$ cat src/rtl/grc_pkg.sv
// ============================================================================
// Grid ray-cast wall column: shared package
// Types, constants and register indexes used across the ray-cast block.
// ============================================================================
package grc_pkg;

   // Widths of the shared iterative divider.
   localparam int DIV_NUM_W = 33;
   localparam int DIV_DEN_W = 25;

   // Configuration port geometry.
   localparam int CSR_INDEX_W = 3;
   localparam int CSR_DATA_W  = 21;

   // Configuration register indexes.
   localparam logic [CSR_INDEX_W-1:0] CSR_POS_X       = 3'd0;
   localparam logic [CSR_INDEX_W-1:0] CSR_POS_Y       = 3'd1;
   localparam logic [CSR_INDEX_W-1:0] CSR_VIEW_DIR_X  = 3'd2;
   localparam logic [CSR_INDEX_W-1:0] CSR_VIEW_DIR_Y  = 3'd3;
   localparam logic [CSR_INDEX_W-1:0] CSR_CAM_PLANE_X = 3'd4;
   localparam logic [CSR_INDEX_W-1:0] CSR_CAM_PLANE_Y = 3'd5;
   localparam logic [CSR_INDEX_W-1:0] CSR_GRID_SIZE   = 3'd6;

   // Distance clamp and fog slope, Q16.
   localparam logic [23:0] DIST_MIN = 24'd3277;
   localparam logic [23:0] DIST_MAX = 24'hFFFFFF;
   localparam logic [13:0] FOG_COEF = 14'd11796;

   // Request kinds after classification.
   typedef enum logic {
      OP_WRITE,
      OP_CAST
   } op_type;

   // One queued request.
   typedef struct packed {
      op_type      op;
      logic [4:0]  row;
      logic [4:0]  col;
      logic [2:0]  value;
      logic [8:0]  column;
   } entry_type;

   // Configuration as seen by the back end.
   typedef struct packed {
      logic [20:0] pos_x;
      logic [20:0] pos_y;
      logic [17:0] view_dir_x;
      logic [17:0] view_dir_y;
      logic [17:0] cam_plane_x;
      logic [17:0] cam_plane_y;
      logic [4:0]  grid_size;
   } cfg_type;

   // Divider command and answer.
   typedef struct packed {
      logic                 start;
      logic [DIV_NUM_W-1:0] dividend;
      logic [DIV_DEN_W-1:0] divisor;
   } div_req_type;

   typedef struct packed {
      logic                 done;
      logic [DIV_NUM_W-1:0] quotient;
   } div_rsp_type;

endpackage

$ cat src/rtl/grc_div.sv
// ============================================================================
// Grid ray-cast wall column: iterative divider
// Unsigned restoring divider, one quotient bit per cycle, shared by all the
// divisions of a cast.
// ============================================================================
module grc_div (
   input  logic                 clock,
   input  logic                 reset,
   input  grc_pkg::div_req_type div_req,
   output grc_pkg::div_rsp_type div_rsp
);
   import grc_pkg::*;

   localparam int CNT_W = $clog2(DIV_NUM_W + 1);

   logic [DIV_DEN_W-1:0] rem_ff, rem_in;
   logic [DIV_NUM_W-1:0] num_ff, num_in;
   logic [DIV_DEN_W-1:0] den_ff, den_in;
   logic [CNT_W-1:0]     cnt_ff, cnt_in;
   logic                 busy_ff, busy_in;
   logic                 done_ff, done_in;
   logic [DIV_DEN_W:0]   trial;
   logic [DIV_DEN_W:0]   diff;
   logic                 fits;

   // One restoring step on the current partial remainder.
   always_comb begin
      trial = {rem_ff, num_ff[DIV_NUM_W-1]};
      diff  = trial - {1'b0, den_ff};
      fits  = trial >= {1'b0, den_ff};
      rem_in  = rem_ff;
      num_in  = num_ff;
      den_in  = den_ff;
      cnt_in  = cnt_ff;
      busy_in = busy_ff;
      done_in = 1'b0;
      if (div_req.start) begin
         rem_in  = '0;
         num_in  = div_req.dividend;
         den_in  = div_req.divisor;
         cnt_in  = CNT_W'(DIV_NUM_W);
         busy_in = 1'b1;
      end else if (busy_ff) begin
         rem_in = fits ? diff[DIV_DEN_W-1:0] : trial[DIV_DEN_W-1:0];
         num_in = {num_ff[DIV_NUM_W-2:0], fits};
         cnt_in = cnt_ff - 1'b1;
         if (cnt_ff == CNT_W'(1)) begin
            busy_in = 1'b0;
            done_in = 1'b1;
         end
      end
   end

   always_ff @(posedge clock) begin
      if (reset) begin
         busy_ff <= 1'b0;
         done_ff <= 1'b0;
      end else begin
         busy_ff <= busy_in;
         done_ff <= done_in;
      end
      rem_ff <= rem_in;
      num_ff <= num_in;
      den_ff <= den_in;
      cnt_ff <= cnt_in;
   end

   assign div_rsp.done     = done_ff;
   assign div_rsp.quotient = num_ff;

endmodule

$ cat config.mk
export PLATFORM = sky130hd
export DESIGN_NAME = grc_div
export DESIGN_NICKNAME = d
export VERILOG_FILES = /design/src/rtl/grc_pkg.sv /design/src/rtl/grc_div.sv
export SDC_FILE = /design/constraint.sdc
export NUM_CORES = 1
export LEC_CHECK = 0
export BUFFER_PORTS_ARGS = -buffer_cell sky130_fd_sc_hd__buf_2
export CAP_MARGIN = 10
export CORE_AREA = 2 2 96 98
export DETAILED_ROUTE_END_ITERATION = 10
export DIE_AREA = 0 0 98 100
export PLACE_DENSITY = 0.83
export SLEW_MARGIN = 30
export SYNTH_ARGS = -nofsm -noshare
export SYNTH_HDL_FRONTEND = slang
export SYNTH_SLANG_ARGS = --single-unit
$ cat constraint.sdc
create_clock -name clock -period 4.7 [get_ports clock]
set_input_delay 0.94 -clock clock [delete_from_list [all_inputs] [get_ports clock]]
set_output_delay 0.94 -clock clock [all_outputs]
set_load 0.01 [all_outputs]
==> results.toml <==
[timing]
finalSetupViolCount = 0
fin_setup_tns_ns = 0
fin_crit_sh_pct = 75.4
timing.fmax_ghz = 0.282
period_needed_ns = 3.54
max_slew_margin_pct = 33.8
worstMarginPinSlew_ns = 0.993
fin_skew_ns = 0.0157
drv_slew = 0
rsz0062_at_grt = "false"
finalHoldViolations = 0

[setup_path]
path_max_fanout = 25
required_ns = 4.98
path_class = "register to register"
crit_arrival_ns = 3.83
cp-end-kind = "register"
worstSetupStartpointType = "register"

[die]
die_y_um = 100
core.rowCount = 35
core_area_um2 = 8890
start_util_pct = 57.6
dieArea_um2 = 9800
boundaryPins = 95
die_w_um = 98

[worst_hold_path]
hp-class = "register to register"

[logic_synthesis]
synth_nets = 562
synth_seq_cells = 91
syn_area_um2 = 5120
synth_edf_count = 58
yosysSeqAreaShare_pct = 46.9
syn_inst = 473
synth_area_per_cell_um2 = 10.8
yosys.area.top_type = "edfxtp_1"
synth_common_cells = "edfxtp_1, nand2_1, nor2_1"
synth.distinct_cells = 63
synth_ff_type = "edfxtp_1"
synth.most_common_cell = "edfxtp_1"
synthTopCellsByArea = "edfxtp_1, dfxtp_1, mux2_2"
synth_top_area_share_pct = 34.0
yosysWarnings = 0
ys_async_sr_fraction_pct = 0

[route]
wl_mm = 10.6
first_iter_violations = 199
post_drt_wl_per_cell_um = 15.7
post_drt_via_cell_ratio = 5.76
final_antenna_net_count = 0
drt-pass1-iter-count = 5
via_count = 3890
drc = 0

[job]
drv_cap = 0

[grt]
busiest_layer = "met2"
track_usage_pct = 22.0
grt_max_degree = 45
grt.met3_usage_pct = 4.81
use_met1_pct = 27.5
met2_usage_pct = 37.5
grt_overflow = 0
grt_pass1_wl_mm = 17.4
grt_pass1_vias = 3857
antenna_found_initial = 0

[cts]
cts_tree = "built"
cts_hold_buf = 0
clk_pin_slew_ns = 0.10
cts.repair.resized = 0
clockBufferDepth = 2
clock_latency_ns = 0.38
cts_buffers = 9
cts.sinks = 91
htree_levels = 3
root_buffer = "clkbuf_8"
post-cts-setup-buffers = 0

[power_and_ir_drop]
vdd_drop_max_mv = 0.181
netSwitchingPower_w = 0.000606
power_frac_seq_pct = 47.3
intPower_w = 0.00144
power.leakage_nw = 2.49
total_power_w = 0.00205
switching_share_pct = 29.6
clkPwrFrac_pct = 29.1
powerDensity_nw_per_um2 = 349
p_comb_share_pct = 23.6

[final_layout]
final_nets = 648
antenna_cells = 0
fin_util_pct = 66.0
area_growth_pct = 14.6
drive_gt1_share_pct = 29.1

[placed_design]
post-dp-hpwl_mm = 7.52
place.gp.congestion = 0.878
port_buffers = 94

[outcome]
status = "completed"
[power groups by stage]
stage	combinational, W	sequential (W)	clock [W]
2_1_floorplan	0.000342	0.000993	0
3_3_place_gp	0.000463	0.000983	0
3_5_place_dp	0.000478	0.000985	0
4_1_cts	0.000481	0.000969	0.000607
5_1_grt	0.000532	0.000977	0.000638
6_report	0.000483	0.000968	0.000595
[cell families (layout without fill, tap and decap cells)]
kind of cell               count (synthesis)  in the layout  synth area share (%)
and+or+nand+nor                          134            134                  12.1
muxes                                     38             38                  8.26
xor gates and xnor gates                  22             22                  3.77
AOI/OAI and AO/OA                        107            107                  17.5
DFF                                       91             91                  46.9
buffers and inverters                     53            144                  4.38
adders and majority gates                 28             28                  6.99
[layout by cell type, fill, tap and decap left out, types with 3 or more instances in the layout]
cell / instances
nand3_1: 20
xnor2_1: 15
dfxtp_1: 33
and3_1: 8
mux2_2: 33
nor3_1: 7
nand2_1: 42
clkbuf_8: 9
buf_4: 3
o21a_1: 3
a21o_1: 14
buf_2: 93
a31oi_1: 5
nor2b_1: 4
edfxtp_1: 58
o311ai_1: 3
a21oi_1: 19
ha_1: 27
a311oi_2: 10
xor2_1: 7
o21bai_1: 3
o211ai_1: 3
o21ai_0: 11
a211oi_1: 5
nor2_1: 38
mux2i_1: 4
inv_1: 31
o31ai_1: 3
[metal layers]
metal  wire, um  up-vias  share of wire, %
met2       5220      129                49
met4        192        0               1.8
li1           -     1919                 -
met1       4530     1825                43
met5          0        -                 0
met3        678       17               6.4
[stage by stage]
stage	setup WS [ns]	instance area (um2)	instances	hold slack [ns]
final	1.16	5860	675	0.500
after global routing	0.899	5860	675	0.522
after CTS	1.12	5860	675	0.501
after detailed placement	1.14	5640	659	0.490
after global placement	1.37	5640	659	0.477
after floorplan	1.54	5120	473	0.453
[registers in the layout, indices dropped and copies added, names as in the netlist]
register / cells
num_ff: 33
done_ff: 1
rem_ff: 25
cnt_ff: 6
busy_ff: 1
den_ff: 25
[final timing paths]
kind              startpoint        end  slack (ns)  cells past startpoint
hold / removal     cnt_ff[1]  cnt_ff[1]        0.50                      2
hold reg to reg    cnt_ff[1]  cnt_ff[1]        0.50                      2
setup / recovery  num_ff[32]  rem_ff[0]        1.16                     12
setup reg to reg  num_ff[32]  rem_ff[0]        1.16                     12
[critical path: stages, from the launching register on]
cell and delay [ns]:
edfxtp_1 0.39, inv_1 0.09, ha_1 0.17, inv_1 0.05, fa_1 0.42, a211oi_2 0.36
o21ai_2 0.15, a41oi_4 0.28, a31oi_4 0.14, o31ai_4 0.36, o21a_4 0.38, mux2_1 0.36
a211oi_1 0.29
[area by class of cell]
| cell class | instances | area (um2) |
|---|---|---|
| Tap cell | 111 | 139 |
| Clock buffer | 10 | 128 |
| Multi-Input combinational cell | 329 | 2490 |
| Inverter | 32 | 120 |
| Fill cell | 700 | 3030 |
| Sequential cell | 91 | 2400 |
| Timing Repair Buffer | 96 | 488 |
| Clock inverter | 6 | 95.1 |
Note: power is estimated with default switching activity, not from simulation.
