## config.mk

```make
export PLATFORM = sky130hd
export DESIGN_NAME = grc_front_flat
export DESIGN_NICKNAME = d
export VERILOG_FILES = /design/src/rtl/grc_pkg.sv /design/src/rtl/grc_if.sv /design/src/rtl/grc_front.sv /design/src/flat_wrapper.sv
export SDC_FILE = /design/constraint.sdc
export NUM_CORES = 1
export LEC_CHECK = 0
export ABC_AREA = 1
export CORE_ASPECT_RATIO = 0.6
export CORE_MARGIN = 2
export CORE_UTILIZATION = 30
export DETAILED_ROUTE_END_ITERATION = 12
export DONT_BUFFER_PORTS = 1
export GPL_TIMING_DRIVEN = 0
export SLEW_MARGIN = 20
export SYNTH_ARGS = -nofsm -noshare
export SYNTH_HDL_FRONTEND = slang
export SYNTH_SLANG_ARGS = --single-unit
```

## constraint.sdc

```tcl
create_clock -name clock -period 2.16 [get_ports clock]
set_input_delay 0.108 -clock clock [delete_from_list [all_inputs] [get_ports clock]]
set_output_delay 0.108 -clock clock [all_outputs]
set_load 0.05 [all_outputs]
```

## src/rtl/grc_pkg.sv

```systemverilog
// ============================================================================
// Grid ray-cast wall column: shared package
// Types, constants and register indexes used across the ray-cast block.
// ============================================================================
package grc_pkg;

   // Widths of the shared iterative divider.
   localparam int DIV_NUM_W = 33;
   localparam int DIV_DEN_W = 25;

   // Configuration port geometry.
   localparam int CSR_INDEX_W = 3;
   localparam int CSR_DATA_W  = 21;

   // Configuration register indexes.
   localparam logic [CSR_INDEX_W-1:0] CSR_POS_X       = 3'd0;
   localparam logic [CSR_INDEX_W-1:0] CSR_POS_Y       = 3'd1;
   localparam logic [CSR_INDEX_W-1:0] CSR_VIEW_DIR_X  = 3'd2;
   localparam logic [CSR_INDEX_W-1:0] CSR_VIEW_DIR_Y  = 3'd3;
   localparam logic [CSR_INDEX_W-1:0] CSR_CAM_PLANE_X = 3'd4;
   localparam logic [CSR_INDEX_W-1:0] CSR_CAM_PLANE_Y = 3'd5;
   localparam logic [CSR_INDEX_W-1:0] CSR_GRID_SIZE   = 3'd6;

   // Distance clamp and fog slope, Q16.
   localparam logic [23:0] DIST_MIN = 24'd3277;
   localparam logic [23:0] DIST_MAX = 24'hFFFFFF;
   localparam logic [13:0] FOG_COEF = 14'd11796;

   // Request kinds after classification.
   typedef enum logic {
      OP_WRITE,
      OP_CAST
   } op_type;

   // One queued request.
   typedef struct packed {
      op_type      op;
      logic [4:0]  row;
      logic [4:0]  col;
      logic [2:0]  value;
      logic [8:0]  column;
   } entry_type;

   // Configuration as seen by the back end.
   typedef struct packed {
      logic [20:0] pos_x;
      logic [20:0] pos_y;
      logic [17:0] view_dir_x;
      logic [17:0] view_dir_y;
      logic [17:0] cam_plane_x;
      logic [17:0] cam_plane_y;
      logic [4:0]  grid_size;
   } cfg_type;

   // Divider command and answer.
   typedef struct packed {
      logic                 start;
      logic [DIV_NUM_W-1:0] dividend;
      logic [DIV_DEN_W-1:0] divisor;
   } div_req_type;

   typedef struct packed {
      logic                 done;
      logic [DIV_NUM_W-1:0] quotient;
   } div_rsp_type;

endpackage

```

## src/rtl/grc_if.sv

```systemverilog
// ============================================================================
// Grid ray-cast wall column: channel interfaces
// Valid/ready request and result channels with their payload fields.
// ============================================================================
interface grc_req_if;
   logic       valid;
   logic       ready;
   logic       cmd;
   logic [4:0] cell_row;
   logic [4:0] cell_col;
   logic [2:0] cell_value;
   logic [8:0] screen_column;

   modport source (output valid, cmd, cell_row, cell_col, cell_value, screen_column,
                   input ready);
   modport sink   (input valid, cmd, cell_row, cell_col, cell_value, screen_column,
                   output ready);
endinterface


```

## src/rtl/grc_front.sv

```systemverilog
// ============================================================================
// Grid ray-cast wall column: front end
// Accepts requests, drops map writes outside the store, clamps the screen
// column, and queues the rest in a two-entry FIFO for the back end.
// ============================================================================
module grc_front #(
   parameter int MAP_DIM      = 32,
   parameter int SCREEN_WIDTH = 320
) (
   input  logic                clock,
   input  logic                reset,
   grc_req_if.sink             req_bus,
   output logic                q_valid,
   output grc_pkg::entry_type  q_entry,
   input  logic                q_pop
);
   import grc_pkg::*;

   entry_type   fifo_ff [2];
   logic        wr_ptr_ff, wr_ptr_in;
   logic        rd_ptr_ff, rd_ptr_in;
   logic [1:0]  count_ff, count_in;
   logic        accept;
   logic        keep;
   logic        push;
   entry_type   entry_new;

   assign req_bus.ready = (count_ff != 2'd2);
   assign accept        = req_bus.valid && req_bus.ready;

   // Classify the incoming request.
   always_comb begin
      keep = req_bus.cmd ||
             ((7'(req_bus.cell_row) < 7'(MAP_DIM)) && (7'(req_bus.cell_col) < 7'(MAP_DIM)));
      entry_new.op    = req_bus.cmd ? OP_CAST : OP_WRITE;
      entry_new.row   = req_bus.cell_row;
      entry_new.col   = req_bus.cell_col;
      entry_new.value = req_bus.cell_value;
      entry_new.column = (11'(req_bus.screen_column) >= 11'(SCREEN_WIDTH)) ?
                         9'(SCREEN_WIDTH - 1) : req_bus.screen_column;
   end

   assign push = accept && keep;

   // Queue pointers and fill level.
   always_comb begin
      wr_ptr_in = push ? ~wr_ptr_ff : wr_ptr_ff;
      rd_ptr_in = q_pop ? ~rd_ptr_ff : rd_ptr_ff;
      count_in  = count_ff + {1'b0, push} - {1'b0, q_pop};
   end

   always_ff @(posedge clock) begin
      if (reset) begin
         wr_ptr_ff <= 1'b0;
         rd_ptr_ff <= 1'b0;
         count_ff  <= 2'd0;
      end else begin
         wr_ptr_ff <= wr_ptr_in;
         rd_ptr_ff <= rd_ptr_in;
         count_ff  <= count_in;
      end
      if (push) begin
         fifo_ff[wr_ptr_ff] <= entry_new;
      end
   end

   assign q_valid = (count_ff != 2'd0);
   assign q_entry = fifo_ff[rd_ptr_ff];

endmodule

```

## src/flat_wrapper.sv

```systemverilog
// flat-port wrapper written by rule: the top's interface ports become plain ports
module grc_front_flat import grc_pkg::*;
#(
   parameter int MAP_DIM      = 32,
   parameter int SCREEN_WIDTH = 320
)
  (clock, reset, q_valid, q_entry, q_pop, req_bus_valid, req_bus_cmd, req_bus_cell_row, req_bus_cell_col, req_bus_cell_value, req_bus_screen_column, req_bus_ready);
  grc_req_if req_bus_i ();
  input  logic clock;
  input  logic reset;
  output logic q_valid;
  output grc_pkg::entry_type q_entry;
  input  logic q_pop;
  input wire logic [$bits(req_bus_i.valid)-1:0] req_bus_valid;
  input wire logic [$bits(req_bus_i.cmd)-1:0] req_bus_cmd;
  input wire logic [$bits(req_bus_i.cell_row)-1:0] req_bus_cell_row;
  input wire logic [$bits(req_bus_i.cell_col)-1:0] req_bus_cell_col;
  input wire logic [$bits(req_bus_i.cell_value)-1:0] req_bus_cell_value;
  input wire logic [$bits(req_bus_i.screen_column)-1:0] req_bus_screen_column;
  output wire logic [$bits(req_bus_i.ready)-1:0] req_bus_ready;
  assign req_bus_i.valid = req_bus_valid;
  assign req_bus_i.cmd = req_bus_cmd;
  assign req_bus_i.cell_row = req_bus_cell_row;
  assign req_bus_i.cell_col = req_bus_cell_col;
  assign req_bus_i.cell_value = req_bus_cell_value;
  assign req_bus_i.screen_column = req_bus_screen_column;
  assign req_bus_ready = req_bus_i.ready;
  grc_front #(.MAP_DIM(MAP_DIM), .SCREEN_WIDTH(SCREEN_WIDTH)) u_core (.clock(clock), .reset(reset), .req_bus(req_bus_i), .q_valid(q_valid), .q_entry(q_entry), .q_pop(q_pop));
endmodule
```

==> impl_results.md, run 1 <==
* Status: finished, final reports clean
* Post-synth top area share at 70.4%
* Post-synthesis instance total at 121
* Vias per inst at 4.51
* Hold depth at 1
* Worst-path fanout max at 23
* Longest Clk Path Bufs at 2
* Total GRT Usage at 10.3%
* Max Slew Vio Count at 0
* Final #Nets at 178
* TritonCTS clock tree: yes
* FF-to-FF setup slack at 190 ps
* Die H at 66.7 um
* Crit path launch type: flip-flop
* Die ar. at 7230 um^2
* Worst min path class: in -> reg
* Sequential share of the synthesized area at 75.5%
* Headroom to the max-slew limit at 57.9%
* GPL Wtd Cong at 0.675
* Port Buffers at 0
* Leakage at 0.852 nW
* Largest net degree at the start of global routing at 24
* Final hold viol count at 0
* Average size of a mapped cell at 16.2 um^2
* Die width at 108 um
* CP Class: reg -> reg
* Synthesis Warnings at 0
* N_diodes at 0
* Syn Std Cell Area at 1960 um^2
* # setup viols final at 0
* Clk slew on worst S/H paths at 90 ps
* Iteration count of the initial detailed-routing pass at 4
* Fillers at 597
* Clock sink count at 51
* Area of the multi-input gates at 418 um^2
* FMAX at 507 MHz
* Post-synth cell types at 14
* Mapped Nets at 150
* Core ar. at 6220 um^2
* Dominant cell type by area after synthesis: edfxtp_1
* Crit path capture type: flip-flop
* Fin crit share at 91.3%
* Ys flop type: edfxtp_1
* Hold WS at 8.78 ps
* # Post-CTS Setup Buffers at 0
* Max VDD drop at 0.000346 V
* First-pass GRT wire length at 5.30 mm
* Avg WL per Cell at 15.5 um
* Slowest CP cell: clkinvlp_4
* Worst Hold Launch: req_bus_screen_column[8]
* Period minus WS final at 1970 ps
* Number of global-route vias before repair at 1128
* IO Count at 52
* Root buf cell: clkbuf_8
* Critical path required time at 2040 ps
* Area delta synth->final at 22.1%
* Clock Latency Late Sink at 290 ps
* Actual slew at the worst max-slew pin at 627 ps
* Most common cell in the netlist: edfxtp_1
* Worst Path Arrival at 1850 ps
* DRC viols at 0
* Layout cell share with drive strength beyond 1 at 23.5%
* Setup TNS at 0 ps
* Initial antenna violation count at 0
* Fin util at 38.5%
* Register Area at 1480 um^2
* Inserted Clock Buffers at 5
* # rows at 22
* Dominant cells by area after synthesis: edfxtp_1 70%, mux2_2 13%, dfxtp_1 5.1%
* Hold EP: u_core.fifo_ff[1][8]
* Initial DRC Count at 49
* Gr ovfl total at 0
* Top cells by instance count after synthesis: 46 x edfxtp_1, 23 x mux2_2, 15 x inv_1, 14 x nand2_1, 6 x nor2_1
* Overall Power at 2.40 mW
* Initial Util at 31.6%
* Routed vias at 1050
* R2R Path Start: u_core.count_ff[0]
* PwrDens at 1000 nW/um^2
* Worst R2R Path Depth at 4
* Ys async rst share at 0%
* H-tree depth at 2
* DRT antenna net count at 0
* DP Wirelength at 2.40 mm
* Yosys reg bits at 51
* Worst Skew at 6.43 ps
* Post-synth EDFFs at 46
* Worst-path cell chain: inv_1, nand2_1, nand3_1, clkinvlp_4
* Worst r2r dst: u_core.fifo_ff[1][12]
* Max_cap viols at 0
* CP peak stage delay at 490 ps
* WL final at 3.61 mm
* Unrepaired setup endpoints after global routing: no
where the power goes:
group | switching (mW) | internal (mW) | leakage (nW) | total (mW)
sequential | 0.0329 | 1.19 | 0.466 | 1.22
clock | 0.285 | 0.338 | 0.0502 | 0.624
combinational | 0.424 | 0.130 | 0.335 | 0.554
critical path, delay by kind of cell, from the launching register on:
family	cells	cell delay, ps
AND/OR/NAND/NOR	2	670
buffers and inverters	2	580
flip-flops	1	300
repair_timing:
item                                    4_1_cts  5_1_grt
cloned                                        0        1
hold endpoints to repair                     37        0
pin swaps                                     0        0
hold buffers                                 20        0
endpoints found under the setup margin       23        7
resized for setup                             1        1
routing by layer:
layer	routed length, um	vias to the layer above	track usage (%)
li1	-	480	-
met1	1510	522	11.2
met2	1760	40	17.7
met3	255	8	3.62
met4	85	0	5.93
met5	0	-	0
worst max-delay path by stage:
stage	start	end	slack [ps]	cells past startpoint
6_report	u_core.count_ff[0]	u_core.fifo_ff[1][12]	190	4
4_1_cts	u_core.count_ff[0]	u_core.fifo_ff[0][18]	110	4
3_3_place_gp	u_core.count_ff[0]	u_core.fifo_ff[0][13]	-80	4
2_1_floorplan	u_core.count_ff[0]	u_core.fifo_ff[0][0]	250	4
3_5_place_dp	u_core.count_ff[0]	u_core.fifo_ff[1][15]	-1	4
5_1_grt	u_core.count_ff[0]	u_core.fifo_ff[1][18]	10	4
cell type report:
type / count / area share (%)
multi-input combinational: 53 / 17.4
clock inverter: 2 / 1.57
clock buffer: 5 / 2.87
inverter: 15 / 2.51
sequential: 51 / 61.8
tap: 84 / 4.38
buffer: 3 / 1.10
timing repair buffer: 20 / 8.35
cells by family after synthesis:
group / Yosys count / synth area share [%]
AO/OA/AOI/OAI: 3 / 0.765
XOR/XNOR: 1 / 0.446
adder cells (fa/ha/maj): 2 / 1.27
buffers and inverters: 18 / 4.21
flip-flops: 51 / 75.5
multiplexers: 23 / 13.2
AND/OR/NAND/NOR: 23 / 4.65
placed cells by master, fill, tap and decap left out:
cell type and instances:
nand3_1 2, inv_1 14, mux2_2 23, ha_1 2, clkbuf_8 5, dfxtp_1 5
nor2_1 5, and2_1 1, xnor2_1 1, nor2_4 2, clkbuf_1 1, bufinv_16 1
edfxtp_1 46, nand2_1 14, a21oi_1 2, dlygate4sd3_1 20, buf_6 2, clkinvlp_4 2
o21ai_1 1
through the flow:
stage / cells / area, um^2 / setup slack [ps]
finish: 233 / 2400 / 187
global route: 233 / 2400 / 13.0
CTS: 232 / 2390 / 113
detailed placement: 205 / 2080 / -1.49
global placement: 205 / 2070 / -82.2
floorplan: 121 / 1970 / 249
registers in the layout (all words and copies together) (netlist names), named ones only:
| name | count |
|---|---|
| u_core.wr_ptr_ff | 1 |
| u_core.rd_ptr_ff | 1 |
| u_core.fifo_ff | 46 |
| u_core.count_ff | 2 |
Note: power is estimated with default switching activity, not from simulation.
==> run 2, diff against run 1 <==
--- a/config.mk
+++ b/config.mk
@@ -5,13 +5,13 @@
 export SDC_FILE = /design/constraint.sdc
 export NUM_CORES = 1
 export LEC_CHECK = 0
-export ABC_AREA = 1
 export CORE_ASPECT_RATIO = 0.6
 export CORE_MARGIN = 2
 export CORE_UTILIZATION = 30
 export DETAILED_ROUTE_END_ITERATION = 12
 export DONT_BUFFER_PORTS = 1
 export GPL_TIMING_DRIVEN = 0
+export REMOVE_ABC_BUFFERS = 1
 export SLEW_MARGIN = 20
 export SYNTH_ARGS = -nofsm -noshare
 export SYNTH_HDL_FRONTEND = slang
==> run 2 against run 1 <==
Effect of this change:
- setup slack better by 15 ps
- first-iteration DRC count is 14% lower
- hold slack hardly changed
- critical path depth is 1 lower
- largest power group unchanged
==> impl_results.md, run 2 <==
* Avg WL per Cell at 16.3 um (+5.2%)
* Placement Setup Slack at -164 ps (-162 ps)
* Largest register FFs at 46 (unchanged)
* Gr ovfl total at 0 (unchanged)
* Max_cap viols at 0 (unchanged)
* Unrepaired setup endpoints after global routing: no
* Fraction of synthesized area in multiplexers at 16.5% (+3.3 points)
* Total GRT Usage at 10.2% (-0.13 points)
* Actual slew at the worst max-slew pin at 763 ps (+136 ps)
* CP Class: reg -> reg
* Period minus WS final at 1960 ps (-14.6 ps)
* Dominant cells by area after synthesis: edfxtp_1 68%, mux2_4 15%, dfxtp_1 4.9%
* DP Wirelength at 2.40 mm (about the same)
* Reg with most FFs: u_core.fifo_ff
* Clock sink count at 51 (unchanged)
* Synthesis Warnings at 0 (unchanged)
* Critical path required time at 2110 ps (+70 ps)
* H-tree depth at 2 (unchanged)
* Worst Skew at 7.87 ps (+1.44 ps)
* Final #Nets at 159 (-11%)
* Average size of a mapped cell at 19.1 um^2 (+18%)
* IO Count at 52 (unchanged)
* Syn Std Cell Area at 2020 um^2 (+3.1%)
* DRT antenna net count at 0 (unchanged)
* N_diodes at 0 (unchanged)
* Post-synth top area share at 68.2% (-2.1 points)
* # Post-CTS Setup Buffers at 0 (unchanged)
* Post-synthesis adder-cell area fraction at 1.24% (-0.039 points)
* Top Registers: u_core.fifo_ff (46), u_core.count_ff (2)
* Clock Latency Late Sink at 290 ps (about the same)
* Headroom to the max-slew limit at 49.1% (-8.8 points)
* Die width at 110 um (+1.5%)
* Longest Clk Path Bufs at 2 (unchanged)
* First-pass GRT wire length at 5.40 mm (+1.8%)
* Yosys reg bits at 51 (unchanged)
* Register Area at 1480 um^2 (about the same)
* Die ar. at 7440 um^2 (+3.0%)
* Max VDD drop at 0.000382 V (+10%)
* Initial Util at 30.7% (-0.84 points)
* Number of global-route vias before repair at 1071 (-5.1%)
* Iteration count of the initial detailed-routing pass at 2 (-2)
* Dpl cells at 190 (-7.3%)
* Crit path capture type: flip-flop
* Status: finished, final reports clean
* Fillers at 606 (+1.5%)
* Ys async rst share at 0% (unchanged)
* Core ar. at 6590 um^2 (+5.9%)
* DRC viols at 0 (unchanged)
* Setup WS post-layout at 202 ps (+14.6 ps)
* Clk slew on worst S/H paths at 90 ps (about the same)
* # setup viols final at 0 (unchanged)
* Fin util at 36.6% (-1.9 points)
* Routed vias at 952 (-9.3%)
* Sequential share of the synthesized area at 73.2% (-2.3 points)
* Post-synthesis instance total at 106 (-12%)
* Largest family of logic cells by synthesized area: multiplexers
* Root buf cell: clkbuf_8
* PwrDens at 1100 nW/um^2 (+10%)
* Max Slew Vio Count at 0 (unchanged)
* Top cells by instance count after synthesis: 46 x edfxtp_1, 20 x mux2_4, 8 x nand2b_1, 5 x dfxtp_1
* FMAX at 511 MHz (+0.75%)
* Initial DRC Count at 42 (-14%)
* # rows at 23 (+4.5%)
* Most common cell after layout, fill and taps aside: edfxtp_1
* Cell Count, Final, Fillers Out at 218 (-6.4%)
* Post-synth cell types at 18 (+4)
* Layout cell share with drive strength beyond 1 at 26.0% (+2.5 points)
* Setup TNS at 0 ps (unchanged)
* Worst Path Arrival at 1900 ps (+50 ps)
* Final hold viol count at 0 (unchanged)
* Crit path launch type: flip-flop
* Inserted Clock Buffers at 5 (unchanged)
* Post-synth EDFFs at 46 (unchanged)
* Post-Synth Simple-Gate Area at 5.62% (+0.97 points)
* Most frequent cells in the layout: 46 x edfxtp_1, 20 x mux2_4, 19 x dlygate4sd3_1, 8 x nand2b_1, 6 x clkbuf_8
* TritonCTS clock tree: yes
* Die H at 67.6 um (+1.5%)
* Dominant cell type by area after synthesis: edfxtp_1
* Area delta synth->final at 19.1%
* Xor/xnor share of the synthesized area at 1.30% (+0.85 points)
* GPL Wtd Cong at 0.713 (+5.6%)
* Fin crit share at 90.7% (-0.68 points)
* Largest net degree at the start of global routing at 24 (unchanged)
* Port Buffers at 0 (unchanged)
* Ys flop type: edfxtp_1
* Leakage at 0.852 nW (about the same)
* Most common cell in the netlist: edfxtp_1
* Vias per inst at 4.37 (-3.1%)
* Worst min path class: in -> reg
* WL final at 3.55 mm (-1.6%)
* Area of the multi-input gates at 532 um^2 (+27%)
* Synth Area in Compound Gates at 0.494% (-0.27 points)
* Worst-path fanout max at 12 (-48%)
* Initial antenna violation count at 0 (unchanged)
run 2: changes by cell type in the layout (fill, tap and decap cells not counted), sizes merged, moves of 2 or more:
| cell | delta |
|---|---|
| nand2 | -14 |
| buf | -2 |
| nand2b | +8 |
| nor2 | -3 |
| clkinvlp | -2 |
| a21oi | -2 |
| inv | -12 |
| nor2b | +5 |
run 2: layout make-up:
class,count,area share [%]
inverters,2,0.311
flip-flops and latches,51,61.5
multi-input cells,51,22.1
clock inverters,1,0.156
clock buffers,7,3.58
repair buffers,19,7.89
well taps,87,4.51
run 2: metal layers:
| layer | up-vias | share of wire, % | GRT usage (%) |
|---|---|---|---|
| li1 | 439 | - | - |
| met1 | 455 | 36 | 10.2 |
| met2 | 49 | 49 | 17.6 |
| met3 | 9 | 13 | 6.18 |
| met4 | 0 | 2.0 | 3.64 |
| met5 | - | 0 | 0 |
run 2: path summary, 6_finish.rpt:
kind                                  from               endpoint  slack (ps)  cells past startpoint
setup / recovery        u_core.count_ff[0]  u_core.fifo_ff[0][10]         200                      3
hold / removal    req_bus_screen_column[3]   u_core.fifo_ff[0][3]           9                      1
setup reg to reg        u_core.count_ff[0]  u_core.fifo_ff[0][10]         200                      3
hold reg to reg           u_core.rd_ptr_ff       u_core.rd_ptr_ff         570                      2
run 2: logic make-up after synthesis:
group	after synthesis
mux	23
simple gates	20
buf+inv	5
fa+ha+maj	2
xor+xnor	3
compound gates	2
flops	51
run 2: per-stage QoR:
| stage | hold WS [ps] | power [mW] | area (um^2) |
|---|---|---|---|
| floorplan | 180 | 2.00 | 2000 |
| global placement | 181 | 2.06 | 2110 |
| detailed placement | 177 | 2.11 | 2120 |
| CTS | 0.997 | 2.70 | 2410 |
| global route | 0.296 | 2.79 | 2410 |
| finish | 9.09 | 2.66 | 2410 |
run 2: power breakdown:
part | internal [mW] | switching, mW | total (mW) | leakage, nW
logic | 0.229 | 0.564 | 0.793 | 0.339
clock network | 0.257 | 0.280 | 0.537 | 0.0459
registers | 1.26 | 0.0768 | 1.33 | 0.467
run 2: what timing repair did:
action	CTS	global route
endpoints found under the hold margin	39	0
endpoints found under the setup margin	46	0
hold buffers	19	0
gates resized for setup	2	0
run 2: worst max-delay path, cell delays in order (launching register included):
cell and delay (ps):
dfxtp_1 360, nand2b_1 510, and2_1 310, nor2b_4 430
==> run 3, diff against run 2 <==
--- a/config.mk
+++ b/config.mk
@@ -5,6 +5,7 @@
 export SDC_FILE = /design/constraint.sdc
 export NUM_CORES = 1
 export LEC_CHECK = 0
+export ABC_AREA = 1
 export CORE_ASPECT_RATIO = 0.6
 export CORE_MARGIN = 2
 export CORE_UTILIZATION = 30
==> run 3 against run 2 <==
Effect of this change:
- count of clock-buffer cells in the layout did not move
- sequential share of layout area rose by 1.7 points
- highest routed layer unchanged
- combinational power fell by 34%
- setup slack got worse by 58 ps
- die area fell by 2.9%
- critical path depth rose by 1
- register-to-register slack got worse by 60 ps
- final cell count rose by 6.0%
- global-route usage rose by 0.26 points
- wire length rose by 3.2%
- clock power fell by 4.8%
- first-iteration DRC count fell by 24%
==> impl_results.md, run 3 (synthesized netlist as in run 1, its figures left out) <==
* Area post-placement at 2050 um^2 (-3.1%)
* Overall Power at 2.27 mW (-15%)
* Headroom to the max-slew limit at 60.2% (+11 points)
* Fin crit share at 93.4% (+2.7 points)
* Layout cell share with drive strength beyond 1 at 22.4% (-3.5 points)
* Final hold viol count at 0 (unchanged)
* Cell Count, Final, Fillers Out at 231 (+6.0%)
* Period minus WS final at 2020 ps (+58.2 ps)
* Largest register FFs at 46 (unchanged)
* FMAX at 496 MHz (-2.9%)
* First-pass GRT wire length at 5.53 mm (+2.6%)
* Worst Path Arrival at 1890 ps (about the same)
* CP Class: reg -> reg
* Worst-path fanout max at 23 (+11)
* Inserted Clock Buffers at 5 (unchanged)
* Setup TNS at 0 ps (unchanged)
* Clock sink count at 51 (unchanged)
* Hold depth at 2 (+1)
* Actual slew at the worst max-slew pin at 597 ps (-167 ps)
* Initial DRC Count at 32 (-24%)
* DRT antenna net count at 0 (unchanged)
* Max VDD drop at 0.000315 V (-18%)
* Initial antenna violation count at 0 (unchanged)
* Crit path capture type: flip-flop
* Unrepaired setup endpoints after global routing: no
* Reg with most FFs: u_core.fifo_ff
* DRC viols at 0 (unchanged)
* # setup viols final at 0 (unchanged)
* Most frequent cells in the layout: 46 x edfxtp_1, 23 x mux2_2, 20 x dlygate4sd3_1, 14 x inv_1, 14 x nand2_1
* Iteration count of the initial detailed-routing pass at 4 (+2)
* # rows at 22 (-4.3%)
* Leakage at 0.830 nW (-2.6%)
* Worst min path class: in -> reg
* WL final at 3.67 mm (+3.2%)
* Dpl cells at 202 (+6.3%)
* Die ar. at 7230 um^2 (-2.9%)
* H-tree depth at 2 (unchanged)
* Hold WS at 11.3 ps (+2.22 ps)
* GPL Wtd Cong at 0.610 (-14%)
* Final #Nets at 175 (+10%)
* Routed vias at 1028 (+8.0%)
* PwrDens at 969 nW/um^2 (-12%)
* Worst Skew at 5.45 ps (-2.42 ps)
* Die width at 108 um (-1.5%)
* # Post-CTS Setup Buffers at 0 (unchanged)
* Max_cap viols at 0 (unchanged)
* Fin util at 37.7% (+1.1 points)
* Clk slew on worst S/H paths at 90 ps (about the same)
* Gr ovfl total at 0 (unchanged)
* Most common cell after layout, fill and taps aside: edfxtp_1
* Largest net degree at the start of global routing at 24 (unchanged)
* Clock Latency Late Sink at 290 ps (about the same)
* DP Wirelength at 2.35 mm (-2.1%)
* Placement Setup Slack at -37.5 ps (+126 ps)
* Port Buffers at 0 (unchanged)
* Setup WS post-layout at 144 ps (-58.2 ps)
* Longest Clk Path Bufs at 2 (unchanged)
* TritonCTS clock tree: yes
* Critical path required time at 2030 ps (-80 ps)
* Final instance area at 2350 um^2 (-2.6%)
* Total GRT Usage at 10.4% (+0.26 points)
* N_diodes at 0 (unchanged)
* IO Count at 52 (unchanged)
* Area delta synth->final at 19.6%
* Vias per inst at 4.45 (+1.9%)
* Number of global-route vias before repair at 1120 (+4.6%)
* Status: finished, final reports clean
* Core ar. at 6220 um^2 (-5.6%)
* Fillers at 608 (+0.33%)
* Crit path launch type: flip-flop
* Worst R2R Path Depth at 4 (+1)
* Top Registers: u_core.fifo_ff (46), u_core.count_ff (2)
* Root buf cell: clkbuf_8
* Die H at 66.7 um (-1.4%)
* Max Slew Vio Count at 0 (unchanged)
* Avg WL per Cell at 15.9 um (-2.6%)
* Initial Util at 31.6% (+0.84 points)
[run 3: cell count changes in the layout (fill, tap and decap cells not counted), moves of 2 or more]
cell,change
a21oi_1,+2
inv_1,+12
mux2_2,+20
mux2_4,-20
nand2_1,+14
nand2b_1,-8
nor2_4,+2
nor2b_1,-3
nor2b_4,-2
[run 3: worst paths after layout]
| path | end | startpoint | slack, ps |
|---|---|---|---|
| setup / recovery | u_core.fifo_ff[1][1] | u_core.count_ff[0] | 140 |
| hold / removal | u_core.fifo_ff[1][0] | req_bus_screen_column[0] | 10 |
| setup reg to reg | u_core.fifo_ff[1][1] | u_core.count_ff[0] | 140 |
| hold reg to reg | flip-flop | u_core.rd_ptr_ff | 550 |
[run 3: area by class of cell]
class,instances,area (um^2),share of cell area (%)
clock inverter,1,5.00,0.213
inverter,15,60.1,2.56
sequential,51,1480,63.2
tap,84,105,4.48
timing repair buffer,20,200,8.53
multi-input combinational,53,418,17.8
clock buffer,7,76.3,3.25
[run 3: what timing repair did]
action / 4_1_cts / 5_1_grt
endpoints found under the setup margin: 23 / 23
hold buffers: 20 / 0
hold endpoints to repair: 39 / 0
pin swaps: 0 / 0
gates cloned: 0 / 1
gates resized for setup: 1 / 1
[run 3: power by group]
| group | switching [mW] | total [mW] | internal [mW] |
|---|---|---|---|
| registers | 0.0480 | 1.24 | 1.19 |
| clock network | 0.283 | 0.511 | 0.228 |
| logic | 0.406 | 0.527 | 0.121 |
| total | 0.737 | 2.27 | 1.54 |
[run 3: critical path: stages, from the launching register on]
cell and delay, ps:
dfxtp_1 320, inv_1 90, nand2_1 370, nand3_1 310, clkinvlp_4 510
[run 3: metal layers]
layer | global-route usage [%] | routed length (um)
met5 | 0 | 0
met1 | 11.2 | 1490
met2 | 18.4 | 1810
met4 | 3.69 | 18
met3 | 4.79 | 348
